===== src/hw/rtl/srm_pkg.sv =====
// Shared constants, types and register codes for the step response metrics block.
// Depends on nothing; every other file in hw/rtl imports it.
package srm_pkg;

    // Record length limit and sample index width
    localparam int MAX_SAMPLES = 4096;
    localparam int IDX_W       = $clog2(MAX_SAMPLES);
    localparam logic [IDX_W-1:0] IDX_MAX = IDX_W'(MAX_SAMPLES - 1);

    // Field widths
    localparam int SAMPLE_W   = 16;
    localparam int SP_W       = 14;
    localparam int PERIOD_W   = 20;
    localparam int TIME_W     = 32;
    localparam int OVER_W     = 16;
    localparam int CFG_IDX_W  = 1;
    localparam int CFG_DATA_W = 20;

    // Configuration register indexes and reset values
    localparam logic [CFG_IDX_W-1:0] CFG_SETPOINT = 1'd0;
    localparam logic [CFG_IDX_W-1:0] CFG_PERIOD   = 1'd1;
    localparam logic [SP_W-1:0]      SP_RESET     = 14'd4096;
    localparam logic [PERIOD_W-1:0]  PERIOD_RESET = 20'd10000;

    // Peak tracker starts at the most negative sample
    localparam logic signed [SAMPLE_W-1:0] PEAK_MIN = 16'sh8000;

    // Overshoot arithmetic: (peak - setpoint) * 10000 / setpoint
    localparam int DIFF_W     = 15;
    localparam int SCALE_W    = 14;
    localparam logic [PERIOD_W-1:0] OVER_SCALE = 20'd10000;
    localparam int NUM_W      = DIFF_W + SCALE_W;
    localparam int DIV_CNT_W  = $clog2(NUM_W);
    localparam logic [DIV_CNT_W-1:0] DIV_LAST_STEP = DIV_CNT_W'(NUM_W - 1);

    // Shared multiplier operand widths
    localparam int CNT_W   = IDX_W + 1;
    localparam int MUL_A_W = (CNT_W > DIFF_W) ? CNT_W : DIFF_W;
    localparam int PROD_W  = MUL_A_W + PERIOD_W;

    // Summary queue between front and back
    localparam int QUEUE_DEPTH = 2;
    localparam int Q_PTR_W     = $clog2(QUEUE_DEPTH);

    // One finished record, as the front hands it to the back
    typedef struct packed {
        logic              rise_reached;
        logic              not_settled;
        logic              over_en;
        logic              over_zero_sp;
        logic [IDX_W-1:0]  rise_cnt;
        logic [CNT_W-1:0]  settle_cnt;
        logic [DIFF_W-1:0] over_diff;
    } t_summary;

endpackage


===== src/hw/rtl/srm_front.sv =====
// Front end: accepts samples, tracks crossings, peak and band exits per record.
// Depends on srm_pkg; pushes one t_summary per record into srm_queue.
module srm_front import srm_pkg::*; (
    input  logic                       i_clk,
    input  logic                       i_rst_n,
    input  logic                       i_valid,
    input  logic signed [SAMPLE_W-1:0] i_sample,
    input  logic                       i_last,
    input  logic [SP_W-1:0]            i_setpoint,
    input  logic                       i_full,
    output logic                       o_stall,
    output logic                       o_push,
    output t_summary                   o_sum
);

    logic [IDX_W-1:0]            r_idx, r_lo_idx, r_hi_idx, r_out_idx;
    logic                        r_lo_found, r_hi_found, r_any;
    logic signed [SAMPLE_W-1:0]  r_peak;

    logic [IDX_W-1:0]            n_lo_idx, n_hi_idx, n_out_idx;
    logic                        n_lo_found, n_hi_found, n_any;
    logic signed [SAMPLE_W-1:0]  n_peak;

    logic                        s_accept;
    logic signed [21:0]          s_x10, s_sp, s_sp_x9;
    logic signed [16:0]          s_diff, s_pk_diff;
    logic [15:0]                 s_mag;
    logic [21:0]                 s_mag_x50;
    logic                        s_lo_hit, s_hi_hit, s_outside, s_reached;

    assign o_stall  = i_full;
    assign s_accept = i_valid & ~i_full;

    // Threshold and band tests on the incoming sample
    always_comb begin
        s_x10     = 22'(i_sample) * 22'sd10;
        s_sp      = $signed({8'b0, i_setpoint});
        s_sp_x9   = $signed(22'(i_setpoint) * 22'd9);
        s_lo_hit  = s_x10 >= s_sp;
        s_hi_hit  = s_x10 >= s_sp_x9;
        s_diff    = 17'(i_sample) - $signed({3'b0, i_setpoint});
        s_mag     = s_diff[16] ? 16'(-s_diff) : s_diff[15:0];
        s_mag_x50 = 22'(s_mag) * 22'd50;
        s_outside = s_mag_x50 > 22'(i_setpoint);
    end

    // Record state including the current sample
    always_comb begin
        n_lo_found = r_lo_found | s_lo_hit;
        n_lo_idx   = (!r_lo_found && s_lo_hit) ? r_idx : r_lo_idx;
        n_hi_found = r_hi_found | s_hi_hit;
        n_hi_idx   = (!r_hi_found && s_hi_hit) ? r_idx : r_hi_idx;
        n_peak     = (i_sample > r_peak) ? i_sample : r_peak;
        n_any      = r_any | s_outside;
        n_out_idx  = s_outside ? r_idx : r_out_idx;
    end

    // Summary for the back end, valid on the final sample
    always_comb begin
        s_reached          = n_lo_found & n_hi_found;
        s_pk_diff          = 17'(n_peak) - $signed({3'b0, i_setpoint});
        o_sum.rise_reached = s_reached;
        o_sum.not_settled  = s_outside;
        o_sum.over_en      = s_pk_diff > 17'sd0;
        o_sum.over_zero_sp = (i_setpoint == '0);
        o_sum.rise_cnt     = (s_reached && (n_hi_idx >= n_lo_idx)) ?
                             (n_hi_idx - n_lo_idx) : '0;
        o_sum.settle_cnt   = (!s_outside && n_any) ? (CNT_W'(n_out_idx) + CNT_W'(1)) : '0;
        o_sum.over_diff    = s_pk_diff[DIFF_W-1:0];
    end

    assign o_push = s_accept & i_last;

    // Per-record state; cleared at reset and after the final sample
    always_ff @(posedge i_clk) begin
        if (!i_rst_n || (s_accept && i_last)) begin
            r_idx      <= '0;
            r_lo_idx   <= '0;
            r_lo_found <= 1'b0;
            r_hi_idx   <= '0;
            r_hi_found <= 1'b0;
            r_peak     <= PEAK_MIN;
            r_out_idx  <= '0;
            r_any      <= 1'b0;
        end else if (s_accept) begin
            if (r_idx != IDX_MAX) begin
                r_idx <= r_idx + IDX_W'(1);
            end
            r_lo_idx   <= n_lo_idx;
            r_lo_found <= n_lo_found;
            r_hi_idx   <= n_hi_idx;
            r_hi_found <= n_hi_found;
            r_peak     <= n_peak;
            r_out_idx  <= n_out_idx;
            r_any      <= n_any;
        end
    end

endmodule


===== src/hw/rtl/srm_queue.sv =====
// Short register FIFO of record summaries between front and back end.
// Depends on srm_pkg for t_summary and the queue depth.
module srm_queue import srm_pkg::*; (
    input  logic     i_clk,
    input  logic     i_rst_n,
    input  logic     i_push,
    input  t_summary i_data,
    input  logic     i_pop,
    output logic     o_full,
    output logic     o_empty,
    output t_summary o_data
);

    t_summary             r_mem [QUEUE_DEPTH];
    logic [Q_PTR_W-1:0]   r_wr, r_rd;
    logic [Q_PTR_W:0]     r_cnt;

    assign o_full  = (r_cnt == (Q_PTR_W+1)'(QUEUE_DEPTH));
    assign o_empty = (r_cnt == '0);
    assign o_data  = r_mem[r_rd];

    // Storage; push is only issued when not full
    always_ff @(posedge i_clk) begin
        if (i_push) begin
            r_mem[r_wr] <= i_data;
        end
    end

    // Pointers and fill count
    always_ff @(posedge i_clk) begin
        if (!i_rst_n) begin
            r_wr  <= '0;
            r_rd  <= '0;
            r_cnt <= '0;
        end else begin
            if (i_push) begin
                r_wr <= r_wr + Q_PTR_W'(1);
            end
            if (i_pop) begin
                r_rd <= r_rd + Q_PTR_W'(1);
            end
            case ({i_push, i_pop})
                2'b10:   r_cnt <= r_cnt + (Q_PTR_W+1)'(1);
                2'b01:   r_cnt <= r_cnt - (Q_PTR_W+1)'(1);
                default: r_cnt <= r_cnt;
            endcase
        end
    end

endmodule


===== src/hw/rtl/srm_back.sv =====
// Back end: scales counts by the sample period and divides out the overshoot.
// Depends on srm_pkg; pops summaries from srm_queue, drives the result channel.
module srm_back import srm_pkg::*; (
    input  logic                i_clk,
    input  logic                i_rst_n,
    input  logic                i_sum_valid,
    input  t_summary            i_sum,
    output logic                o_pop,
    input  logic [SP_W-1:0]     i_setpoint,
    input  logic [PERIOD_W-1:0] i_period,
    output logic                o_valid,
    input  logic                i_stall,
    output logic [TIME_W-1:0]   o_rise_time_us,
    output logic                o_rise_reached,
    output logic [TIME_W-1:0]   o_settling_time_us,
    output logic                o_not_settled,
    output logic [OVER_W-1:0]   o_overshoot_centi_pct
);

    typedef enum logic [2:0] {
        S_IDLE,
        S_RISE,
        S_SETTLE,
        S_OVER,
        S_DIV,
        S_OUT
    } t_state;

    t_state                 r_state;
    t_summary               r_sum;
    logic [TIME_W-1:0]      r_rise, r_settle;
    logic [NUM_W-1:0]       r_num;
    logic [SP_W-1:0]        r_rem;
    logic [DIV_CNT_W-1:0]   r_cnt;
    logic                   r_o_valid;

    logic [MUL_A_W-1:0]     s_mul_a;
    logic [PERIOD_W-1:0]    s_mul_b;
    logic [PROD_W-1:0]      s_prod;
    logic [TIME_W-1:0]      s_time;
    logic [SP_W:0]          s_rem_sh;
    logic                   s_qbit;
    logic [OVER_W-1:0]      s_over;

    assign o_pop   = (r_state == S_IDLE) && i_sum_valid;
    assign o_valid = r_o_valid;

    // Shared multiplier: counts by the period, then the overshoot by 10000
    always_comb begin
        case (r_state)
            S_RISE: begin
                s_mul_a = MUL_A_W'(r_sum.rise_cnt);
                s_mul_b = i_period;
            end
            S_SETTLE: begin
                s_mul_a = MUL_A_W'(r_sum.settle_cnt);
                s_mul_b = i_period;
            end
            default: begin
                s_mul_a = MUL_A_W'(r_sum.over_diff);
                s_mul_b = OVER_SCALE;
            end
        endcase
        s_prod = PROD_W'(s_mul_a) * PROD_W'(s_mul_b);
        s_time = (|s_prod[PROD_W-1:TIME_W]) ? '1 : s_prod[TIME_W-1:0];
    end

    // One restoring division step per cycle
    always_comb begin
        s_rem_sh = {r_rem, r_num[NUM_W-1]};
        s_qbit   = s_rem_sh >= {1'b0, i_setpoint};
    end

    // Overshoot with zero setpoint and quotient saturation
    always_comb begin
        if (!r_sum.over_en) begin
            s_over = '0;
        end else if (r_sum.over_zero_sp || (|r_num[NUM_W-1:OVER_W])) begin
            s_over = '1;
        end else begin
            s_over = r_num[OVER_W-1:0];
        end
    end

    // Sequencer and result register
    always_ff @(posedge i_clk) begin
        if (!i_rst_n) begin
            r_state   <= S_IDLE;
            r_o_valid <= 1'b0;
        end else begin
            if (r_o_valid && !i_stall && (r_state != S_OUT)) begin
                r_o_valid <= 1'b0;
            end
            case (r_state)
                S_IDLE: begin
                    if (i_sum_valid) begin
                        r_sum   <= i_sum;
                        r_state <= S_RISE;
                    end
                end
                S_RISE: begin
                    r_rise  <= s_time;
                    r_state <= S_SETTLE;
                end
                S_SETTLE: begin
                    r_settle <= s_time;
                    r_state  <= S_OVER;
                end
                S_OVER: begin
                    r_num   <= s_prod[NUM_W-1:0];
                    r_rem   <= '0;
                    r_cnt   <= DIV_LAST_STEP;
                    r_state <= S_DIV;
                end
                S_DIV: begin
                    r_num <= {r_num[NUM_W-2:0], s_qbit};
                    r_rem <= s_qbit ? SP_W'(s_rem_sh - {1'b0, i_setpoint}) : s_rem_sh[SP_W-1:0];
                    r_cnt <= r_cnt - DIV_CNT_W'(1);
                    if (r_cnt == '0) begin
                        r_state <= S_OUT;
                    end
                end
                S_OUT: begin
                    if (!r_o_valid || !i_stall) begin
                        o_rise_time_us        <= r_rise;
                        o_rise_reached        <= r_sum.rise_reached;
                        o_settling_time_us    <= r_settle;
                        o_not_settled         <= r_sum.not_settled;
                        o_overshoot_centi_pct <= s_over;
                        r_o_valid             <= 1'b1;
                        r_state               <= S_IDLE;
                    end
                end
                default: begin
                    r_state <= S_IDLE;
                end
            endcase
        end
    end

endmodule


===== src/hw/rtl/step_response_metrics.sv =====
// Step response metrics: rise time, settling time and overshoot of a sample record.
// Depends on srm_pkg, srm_front, srm_queue and srm_back.
//
// Usage:
//   Input channel (i_valid / o_stall): one signed Q3.12 sample per request, i_last set
//   on the final sample of a record. A request is taken on an edge with i_valid high
//   and o_stall low. Samples are taken one per cycle while o_stall is low.
//   Result channel (o_valid / i_stall): one request per record, held until taken.
//   Configuration: i_cfg_we with i_cfg_idx 0 writes the setpoint (i_cfg_data[13:0]),
//   index 1 the sample period in microseconds. Write only while the block is idle.
// Sequence: the final sample's summary is pushed into the queue; the back end pops it,
//   uses the shared multiplier for rise time, settling time and overshoot, runs a
//   bit-per-cycle overshoot division and loads the output register before the next pop.
// Throughput: one sample per cycle while o_stall is low; a two-entry summary queue
//   absorbs back-end work; o_stall rises only when short records or a result stall fill it.
// Reset: synchronous, active low; clears record state, queue and result valid, and
//   restores setpoint 4096 and period 10000.
// Receiver stall: the result holds; once the queue fills, o_stall goes high.
module step_response_metrics import srm_pkg::*; (
    input  logic                       i_clk,
    input  logic                       i_rst_n,
    input  logic                       i_valid,
    output logic                       o_stall,
    input  logic signed [SAMPLE_W-1:0] i_sample,
    input  logic                       i_last,
    output logic                       o_valid,
    input  logic                       i_stall,
    output logic [TIME_W-1:0]          o_rise_time_us,
    output logic                       o_rise_reached,
    output logic [TIME_W-1:0]          o_settling_time_us,
    output logic                       o_not_settled,
    output logic [OVER_W-1:0]          o_overshoot_centi_pct,
    input  logic                       i_cfg_we,
    input  logic [CFG_IDX_W-1:0]       i_cfg_idx,
    input  logic [CFG_DATA_W-1:0]      i_cfg_data
);

    logic [SP_W-1:0]     r_setpoint;
    logic [PERIOD_W-1:0] r_period;

    logic     s_push, s_pop, s_full, s_empty;
    t_summary s_sum_in, s_sum_out;

    // Configuration registers
    always_ff @(posedge i_clk) begin
        if (!i_rst_n) begin
            r_setpoint <= SP_RESET;
            r_period   <= PERIOD_RESET;
        end else if (i_cfg_we) begin
            case (i_cfg_idx)
                CFG_SETPOINT: r_setpoint <= i_cfg_data[SP_W-1:0];
                CFG_PERIOD:   r_period   <= i_cfg_data[PERIOD_W-1:0];
                default:      r_period   <= r_period;
            endcase
        end
    end

    srm_front u_front (
        .i_clk      (i_clk),
        .i_rst_n    (i_rst_n),
        .i_valid    (i_valid),
        .i_sample   (i_sample),
        .i_last     (i_last),
        .i_setpoint (r_setpoint),
        .i_full     (s_full),
        .o_stall    (o_stall),
        .o_push     (s_push),
        .o_sum      (s_sum_in)
    );

    srm_queue u_queue (
        .i_clk   (i_clk),
        .i_rst_n (i_rst_n),
        .i_push  (s_push),
        .i_data  (s_sum_in),
        .i_pop   (s_pop),
        .o_full  (s_full),
        .o_empty (s_empty),
        .o_data  (s_sum_out)
    );

    srm_back u_back (
        .i_clk                 (i_clk),
        .i_rst_n               (i_rst_n),
        .i_sum_valid           (~s_empty),
        .i_sum                 (s_sum_out),
        .o_pop                 (s_pop),
        .i_setpoint            (r_setpoint),
        .i_period              (r_period),
        .o_valid               (o_valid),
        .i_stall               (i_stall),
        .o_rise_time_us        (o_rise_time_us),
        .o_rise_reached        (o_rise_reached),
        .o_settling_time_us    (o_settling_time_us),
        .o_not_settled         (o_not_settled),
        .o_overshoot_centi_pct (o_overshoot_centi_pct)
    );

endmodule


===== config.mk =====
export PLATFORM = sky130hd
export DESIGN_NAME = step_response_metrics
export DESIGN_NICKNAME = d
export VERILOG_FILES = /design/src/hw/rtl/srm_pkg.sv /design/src/hw/rtl/srm_front.sv /design/src/hw/rtl/srm_queue.sv /design/src/hw/rtl/srm_back.sv /design/src/hw/rtl/step_response_metrics.sv
export SDC_FILE = /design/constraint.sdc
export NUM_CORES = 2
export LEC_CHECK = 0
export ABC_AREA = 1
export BUFFER_PORTS_ARGS = -buffer_cell sky130_fd_sc_hd__buf_2
export CAP_MARGIN = 40
export CORE_UTILIZATION = 50
export DETAILED_ROUTE_END_ITERATION = 7
export GPL_ROUTABILITY_DRIVEN = 1
export PLACE_DENSITY = 0.74
export SLEW_MARGIN = 20
export SYNTH_ARGS = -nofsm -noshare
export SYNTH_HDL_FRONTEND = slang
export SYNTH_SLANG_ARGS = --single-unit

===== constraint.sdc =====
create_clock -name i_clk -period 7.48 [get_ports i_clk]
set_clock_uncertainty 0.2 [all_clocks]
set_input_delay 0 -clock i_clk [delete_from_list [all_inputs] [get_ports i_clk]]
set_output_delay 0 -clock i_clk [all_outputs]
set_load 0.01 [all_outputs]

==> summary.txt <==
Place
  • Placed wire-length estimate: 67.8 mm
  • Pre-CTS setup slack: 0.144 ns
  • IO Port Bufs: 126
  • Gp weighted congestion: 1.00

Global route
  • Largest net degree at the start of global routing: 74
  • GRT overflow: 0
  • Total track usage: 0.255
  • Initial antenna violation count: 0
  • Number of global-route vias before repair: roughly 26000
  • First-pass GRT wire length: 136 mm

Outcome
  • Failing checks: DRC
  • Run status: finished, violations left

Critical path
  • Worst Path Required: 7.55 ns
  • Critical path type: reg -> reg
  • WP data arrival: 7.33 ns
  • Critical path fanouts, max: 32
  • Max incr delay on CP: 0.56 ns
  • CP dominant cell by count: fa_1
  • Startpoint Class: register
  • CP Capture Type: register
  • Buffer and inverter count on the worst path: 9
  • RR Startpoint: u_back.r_state[2]
  • Largest delay contributor family on the critical path: adder cells
  • Crit path launch: u_back.r_state[2]
  • Crit-path slowest cell: fa_1

Route
  • DR WL/cell: 17.5 um
  • Via density: between 5 and 6
  • Detail Route Antenna Nets: 0
  • DRC Markers: 19
  • Final WL: a little under 90 mm
  • Drt pass-1 iters: 8
  • DR vias: 26600
  • Initial DRC Count: 1845

Die
  • Core Area: 66100 um2
  • Die width: about 260 um
  • Full die area: 68200 um2
  • Die height: 261 um
  • Std-Cell Rows: 94
  • Boundary pin count: 127
  • Initial core utilization: 0.508

Synthesis
  • Cell taking the most area after synthesis: edfxtp_1
  • Top cells by area, synth: edfxtp_1 29%, fa_1 15%, ha_1 12%
  • Post-synth EDFFs: between 300 and 400
  • Post-synth top area share: 0.291
  • FF+latch count, synth: 435
  • Ys flop type: edfxtp_1
  • Count leader, synth: nand2_1
  • Synthesized instance count: 3794
  • Asr flop ratio synth: 0
  • Synth Area per Inst: 8.86 um2
  • Synth Cell Area: 33600 um2
  • Netlist cell types: 58
  • Post-synthesis sequential area ratio: 0.356
  • Synth warnings: 0
  • Most common library cells after synthesis: 812 x nand2_1, 610 x inv_1, 333 x nor2_1

Clock network
  • H-tree Lvls: 2
  • Worst-path clk slew: roughly 0.06 ns
  • Clk root buf: clkbuf_16
  • Longest Clk Path Bufs: 3
  • Sink Count: roughly 440
  • Total CTS buffers: 47
  • CTS tree: yes
  • Clk_lat worst skew: 0.62 ns

Layout
  • Layout cells sized above 1: 0.105
  • Filler instances: 5740
  • Nets: between 4000 and 5000
  • Multi-input gate area: 19400 um2
  • Layout area overhead: 15.8%
  • # diodes: 0
  • Reg area: 12000 um2
  • Post-layout util: 0.589

Job
  • Max Cap Viol: 0

Hold path
  • Hold Crit Class: in -> reg
  • HP Start: i_cfg_data[4]

Timing
  • Final Hold Viols: 0
  • Setup WS post-layout: approximately 0.23 ns
  • Slew @ Worst Pin: slightly above 0.7 ns
  • Slew HR: 0.521
  • Highest achievable clock rate: 0.138 GHz
  • Fin crit period: 7.25 ns
  • Period utilization: 0.970
  • Final Slew Violations: 0
  • # setup viols final: 0
stage by stage:
stage                     hold slack, ns  area, um2  cells  setup TNS (ns)
after global placement            0.0803      35900   4812               0
after CTS                         0.0278      38400   4982               0
final                             0.0710      38900   4995               0
after detailed placement          0.0900      36000   4818               0
after floorplan                  -0.0868      33700   3822               0
after global routing               0.103      38900   4995           -2.22
layer usage:
metal  vias to the layer above  share of wire  wire length, um  track usage
met4                         0          0.039             3400       0.0901
met1                     12600           0.41            35700        0.321
li1                      12900              -                -            -
met3                       173          0.060             5210       0.0336
met2                       879           0.49            42900        0.448
met5                         -              0                0            0
repair_timing:
action                     CTS  global route
gates resized for setup      0            86
setup endpoints to repair    0           117
hold buffers                81             0
hold endpoints to repair    67             0
setup buffers                0            10
worst reg2reg max path, delay by kind of cell, from the launching register on:
| family | cells | cell delay (ns) |
|---|---|---|
| adder cells (fa/ha/maj) | 7 | 3.36 |
| AO/OA/AOI/OAI | 5 | 1.12 |
| buffers and inverters | 9 | 0.99 |
| AND/OR/NAND/NOR | 7 | 0.77 |
| flip-flops | 1 | 0.34 |
| XOR/XNOR | 1 | 0.14 |
sequential cells by signal (all words and copies together), names as in the netlist, 5 cells and up:
register / cells
u_back.r_rise: 32
u_front.r_lo_idx: 12
u_back.r_num: 29
u_back.r_cnt: 5
u_back.o_overshoot_centi_pct: 16
u_front.r_out_idx: 12
u_front.r_hi_idx: 12
u_queue.r_mem: 88
r_period: 20
u_back.o_rise_time_us: 32
r_setpoint: 14
u_back.r_sum: 44
u_back.r_rem: 14
u_front.r_peak: 16
u_front.r_idx: 12
u_back.r_settle: 32
u_back.o_settling_time_us: 32
placed cells by master (no fill, tap or decap), types with 8 or more instances in the layout:
cell type	instances
nand2_1	800
inv_1	601
edfxtp_1	326
nor2_1	323
ha_1	307
fa_1	248
a21oi_1	221
o21ai_0	176
buf_2	126
nand3_1	117
dfxtp_1	106
buf_4	90
nand4_1	82
dlygate4sd3_1	81
xor2_1	75
clkbuf_16	49
xnor2_1	47
conb_1	30
nor3_1	29
nand2_2	26
and2_1	16
a21o_1	15
nor4_1	14
inv_2	11
nor2_4	11
o21bai_1	9
nor2_2	9
buf_12	9
o21ai_2	8
a21oi_2	8
ha_2	8
area by class of cell:
| class | count | share of cell area |
|---|---|---|
| Timing Repair Buffer | 321 | 0.0654 |
| Tap cell | 864 | 0.0278 |
| Multi-Input combinational cell | 2674 | 0.499 |
| Sequential cell | 435 | 0.308 |
| Inverter | 618 | 0.0597 |
| Clock inverter | 26 | 0.00881 |
| Clock buffer | 57 | 0.0320 |
cell families (layout without fill, tap and decap cells):
kind of cell	count (synthesis)	count (layout)	synth area share
and+or+nand+nor	1452	1452	0.181
buffers and inverters	713	1022	0.0805
adders and majority gates	569	569	0.268
AOI/OAI and AO/OA	496	496	0.0807
DFF	435	435	0.356
xor gates and xnor gates	127	127	0.0333
other	2	30	0.000224
path summary, 6_finish.rpt:
| path | to | slack [ns] | cells after the start |
|---|---|---|---|
| worst max register to register | u_back.r_rise[22] | 0.23 | 29 |
| worst min-delay path | r_setpoint[4] | 0.07 | 4 |
| worst max-delay path | u_back.r_rise[22] | 0.23 | 29 |
| worst min register to register | u_back.o_settling_time_us[14] | 0.18 | 0 |
Power is not shown: default switching activity piles up to over one toggle a cycle in this logic, so the estimate is an artifact.
